### config.mk
export PLATFORM = sky130hd
export DESIGN_NAME = qmr_sat
export DESIGN_NICKNAME = d
export VERILOG_FILES = /design/src/rtl/qmr_pkg.sv /design/src/rtl/qmr_sat.sv
export SDC_FILE = /design/constraint.sdc
export NUM_CORES = 1
export LEC_CHECK = 0
export BUFFER_PORTS_ARGS = -buffer_cell sky130_fd_sc_hd__buf_2
export CORE_MARGIN = 8
export CORE_UTILIZATION = 34
export CTS_CLUSTER_DIAMETER = 200
export DETAILED_ROUTE_END_ITERATION = 10
export GPL_ROUTABILITY_DRIVEN = 0
export PLACE_DENSITY = 0.74
export SYNTH_ARGS = -nofsm -noshare
export SYNTH_HDL_FRONTEND = slang
export SYNTH_SLANG_ARGS = --single-unit
### constraint.sdc
create_clock -name clk -period 1.6 [get_ports clk]
set_clock_uncertainty 0.15 [all_clocks]
set_input_delay 0.08 -clock clk [delete_from_list [all_inputs] [get_ports clk]]
set_output_delay 0.08 -clock clk [all_outputs]
set_load 0.05 [all_outputs]
### src/rtl/qmr_pkg.sv
package qmr_pkg;

  localparam int COMP_WIDTH = 16;
  localparam int FRAC_BITS  = 14;

  // first-pass rounded result, kept unsaturated for the rotation
  localparam int T_W    = 2 * COMP_WIDTH + 2 - FRAC_BITS;
  localparam int PROD_W = T_W + COMP_WIDTH;
  localparam int ACC_W  = PROD_W + 2;
  localparam int RND_W  = ACC_W - FRAC_BITS;

  // accept edge to the edge at which the result transfers
  localparam int LATENCY = 5;

  typedef logic signed [COMP_WIDTH-1:0] comp_t;
  typedef logic signed [T_W-1:0]        wide_t;
  typedef logic signed [PROD_W-1:0]     prod_t;
  typedef logic signed [ACC_W-1:0]      acc_t;
  typedef logic signed [RND_W-1:0]      rnd_t;

  typedef enum logic {
    CMD_MUL = 1'b0,
    CMD_ROT = 1'b1
  } cmd_t;

  typedef struct packed {
    logic vld;
    cmd_t cmd;
  } ctl_t;

  // component order w, x, y, z
  localparam logic [1:0] IDX_W = 2'd0;

  localparam comp_t ONE     = comp_t'(1) <<< FRAC_BITS;
  localparam comp_t SAT_MAX = {1'b0, {(COMP_WIDTH-1){1'b1}}};
  localparam comp_t SAT_MIN = {1'b1, {(COMP_WIDTH-1){1'b0}}};

  // Hamilton product terms: result component c, term t
  localparam logic [1:0] TERM_A [4][4] = '{
    '{2'd0, 2'd1, 2'd2, 2'd3},
    '{2'd0, 2'd1, 2'd2, 2'd3},
    '{2'd0, 2'd2, 2'd3, 2'd1},
    '{2'd0, 2'd3, 2'd1, 2'd2}
  };
  localparam logic [1:0] TERM_B [4][4] = '{
    '{2'd0, 2'd1, 2'd2, 2'd3},
    '{2'd1, 2'd0, 2'd3, 2'd2},
    '{2'd2, 2'd0, 2'd1, 2'd3},
    '{2'd3, 2'd0, 2'd2, 2'd1}
  };
  localparam logic TERM_NEG [4][4] = '{
    '{1'b0, 1'b1, 1'b1, 1'b1},
    '{1'b0, 1'b0, 1'b0, 1'b1},
    '{1'b0, 1'b0, 1'b0, 1'b1},
    '{1'b0, 1'b0, 1'b0, 1'b1}
  };

endpackage

### src/rtl/qmr_sat.sv
module qmr_sat import qmr_pkg::*; (
  input  logic  clk,
  input  logic  rst_n,
  input  ctl_t  ctl_in,
  input  rnd_t  r_in [4],
  output logic  out_valid,
  output comp_t res_out [4],
  output logic  clipped
);

  logic  out_valid_r;
  comp_t res_r   [4];
  comp_t res_nxt [4];
  logic  clip_r;
  logic  clip_nxt;

  always_comb begin
    logic hi;
    logic lo;
    clip_nxt = 1'b0;
    for (int i = 0; i < 4; i++) begin
      hi = r_in[i] > rnd_t'(SAT_MAX);
      lo = r_in[i] < rnd_t'(SAT_MIN);
      if (hi) begin
        res_nxt[i] = SAT_MAX;
      end else if (lo) begin
        res_nxt[i] = SAT_MIN;
      end else begin
        res_nxt[i] = comp_t'(r_in[i]);
      end
      // rotation drops the scalar part
      if (ctl_in.cmd == CMD_ROT && i == 0) begin
        res_nxt[i] = '0;
      end else begin
        clip_nxt = clip_nxt | hi | lo;
      end
    end
  end

  always_ff @(posedge clk) begin
    if (!rst_n) begin
      out_valid_r <= 1'b0;
    end else begin
      out_valid_r <= ctl_in.vld;
    end
  end

  always_ff @(posedge clk) begin
    res_r  <= res_nxt;
    clip_r <= clip_nxt;
  end

  assign out_valid = out_valid_r;
  assign res_out   = res_r;
  assign clipped   = clip_r;

endmodule

==> metrics.md <==
| Metric | Value |
|---|---|
| Wire per inst | 15.0 um |
| Post-synth top area share | 64.9% |
| Root Buffer | clkbuf_8 |
| Synth async-reset ratio | 0% |
| Initial Util | a little over a third |
| Post-synth EDFFs | 0 |
| # DRC | 0 |
| GR Layer Usage met2 | a little under a third |
| Slew HR | approximately three fifths |
| Final Core Density | about two thirds |
| Final Slew Violations | 0 |
| CP Buf/Inv Count | 3 |
| RSZ-0062 raised after global routing | no |
| Clock Power Share | roughly 35% |
| Total Routing Usage GR | ~17% |
| Input/output buffers | around 170 |
| Comb pwr share | 22.2% |
| Post-Syn Nets | 292 |
| P_sw | about 1.2 mW |
| Worst ir drop on vdd | about 0.74 mV |
| IO Pins | 166 |
| Antenna violations before repair | 0 |
| Routing usage on met3 | approximately 7.8% |
| Critical Path AT | ~1.6 ns |
| Status | finished clean |
| CTS tree | built |
| Routed Antenna Nets | 0 |
| Top-count cell post-synth | dfxtp_1 |
| CTS clk-pin slew, worst paths | approximately 0.06 ns |
| Top cells by count, synth | dfxtp_1 (66), o21a_1 (45), nor2_1 (34) |
| Synth-to-Final Area Change | 88.7% |
| Dpl ws | -0.151 ns |
| Die footprint | between 8000 and 9000 um2 |
| Chip width | 93.4 um |
| FP Rows | 28 |
| Remaining Overflow, GRT | 0 |
| Design Power | 4.09 mW |
| Primary FF master, synth | dfxtp_1 |
| Pin count of the biggest net entering global routing | 16 |
| Vias in the first global route | between 2,000 and 2,500 |
| Crit-path leading delay family | buffers and inverters |
| Crit path capture type | flip-flop |
| Final worst path period share | 94.1% |
| CTS H-Tree Depth | 3 |
| Share of cells above drive strength 1 | a little over two fifths |
| Leakage | 1.86 nW |
| Filler instances | 455 |
| Detailed placer's ending HPWL | about 5 mm |
| Worst-path maximum fanout | 4 |
| Via-to-Cell Ratio | around 4.5 |
| Number of synthesized register bits | 66 |
| DR vias | 2,296 |
| Max-cap violations | 0 |
| Sequential fraction of the synthesis area | approximately 65% |
| Number of distinct library cells after synthesis | 16 |
| Sw frac | between 20% and 30% |
| Worst EP required | 1.64 ns |
| Cts bufs inserted | 9 |
| Design internal power | between 2 and 3 mW |
| Grt met1 use | about 17% |
| Antenna cell count | 0 |
| Final setup margin | 0.0939 ns |
| Pwr Density | ~1100 nW/um2 |
| Period minus WS final | around 1.5 ns |
| FMAX | about 660 MHz |
| Critical path cell sequence | dlygate4sd3_1 -> buf_2 -> inv_1 -> nor3_1 -> a21oi_1 -> or4b_1 |
| Max Buffers Root-to-Sink | 2 |
| Worst-margin pin slew | around 0.6 ns |
| Final Setup Violations | 0 |
| Seq pwr share | 43.3% |
| Syn_area_per_cell | approximately 11 um2 |
| Area of the mapped netlist | ~2000 um2 |
| First-pass GRT wire length | about 12 mm |
| Area leader, netlist | dfxtp_1 |
| Die Y | 93.4 um |
| Cells taking the most area after synthesis | dfxtp_1 (65%), o21a_1 (17%), nor2_1 (6.3%) |
| Yosys warns | 0 |
| Synthesized instance count | roughly 190 |
| Crit path kind | in2reg |
| Slowest Stage Delay on Critical Path | approximately 0.52 ns |
| Sink Count | 66 |
| Final wirelength | roughly 7.7 mm |
| Layout net count | 530 |
| Drt first pass iters | 4 |
| Final Hold Fails | 0 |
| Drt first-iter violations | 46 |
| Post-Place Cells | approximately 430 |
| Crit start category | input port |
| Cell Count, Final, Fillers Out | 510 |
| Hold WC Path Type | in2reg |
| Busiest grt layer | met2 |
| Core Footprint | 5850 um2 |
| Slowest-stage cell, CP | dlygate4sd3_1 |
==> final timing paths <==
path	startpoint	endpoint	slack, ns	cells past startpoint
hold / removal	r_in[22]	clipped	0.06	5
setup / recovery	r_in[47]	clipped	0.09	6
==> kinds of logic (layout without fill, tap and decap cells) <==
| logic type | Yosys count | count (layout) | share of synthesized area, % |
|---|---|---|---|
| AO/OA/AOI/OAI | 55 | 55 | 19.1 |
| buffers and inverters | 14 | 257 | 2.58 |
| flip-flops | 66 | 66 | 64.9 |
| AND/OR/NAND/NOR | 57 | 57 | 13.4 |
==> cells in the final DEF, fill, tap and decap left out, drive strengths merged <==
cell	count
and2	1
a21oi	5
nor2	34
bufinv	1
or4b	1
o21a	45
clkbuf	12
dlygate4sd3	67
nor2b	1
nor4	4
inv	3
clkinv	1
nor3	2
buf	171
clkinvlp	2
or4	4
o21ai	5
nand2	2
dfxtp	66
nand4	8
==> per-stage QoR <==
stage                     TNS (ns)  hold WS (ns)  cell area, um2
after CTS                        0        0.0612            3830
after floorplan                  0        0.0101            2030
final                            0        0.0557            3840
after global routing             0        0.0567            3840
after detailed placement    -0.151        0.0619            2960
after global placement      -0.112        0.0614            2960
==> tightest hold or removal path: cells and delay by family <==
family | cells | cell delay [ns]
buffers and inverters | 1 | 0.10
AO/OA/AOI/OAI | 1 | 0.08
AND/OR/NAND/NOR | 3 | 0.23
==> flip-flops by register name, summed over array words and instances (netlist names) <==
| register | flops |
|---|---|
| res_out | 64 |
| clipped | 1 |
| out_valid | 1 |
==> power groups by stage <==
stage | Combinational, mW | Sequential (mW) | Clock (mW)
CTS | 0.901 | 1.77 | 1.45
floorplan | 0.126 | 2.18 | 0
finish | 0.907 | 1.77 | 1.41
detailed placement | 0.773 | 1.81 | 0
global placement | 0.764 | 1.80 | 0
global route | 0.960 | 1.78 | 1.54
==> metal layers <==
layer	up-vias	routed length (um)	share of wire, %
li1	1139	-	-
met3	13	842	11
met5	-	0	0
met2	120	3930	51
met4	0	118	1.5
met1	1024	2770	36
==> cell type report <==
type                       count  area [um2]  share of cell area (%)
timing repair buffer         238        1540                    40.2
sequential                    66        1320                    34.4
multi-input combinational    112         666                    17.3
clock buffer                  12         155                    4.04
tap                           75        93.8                    2.44
clock inverter                 4        50.0                    1.30
inverter                       3        11.3                   0.293
==> repair_timing <==
| item | 4_1_cts | 5_1_grt |
|---|---|---|
| hold buffers | 67 | 0 |
| endpoints found under the setup margin | 0 | 25 |
| gates resized for setup | 0 | 2 |
| hold endpoints to repair | 66 | 0 |
| buffers inserted | 0 | 0 |
(Power assumes the default switching activity.)
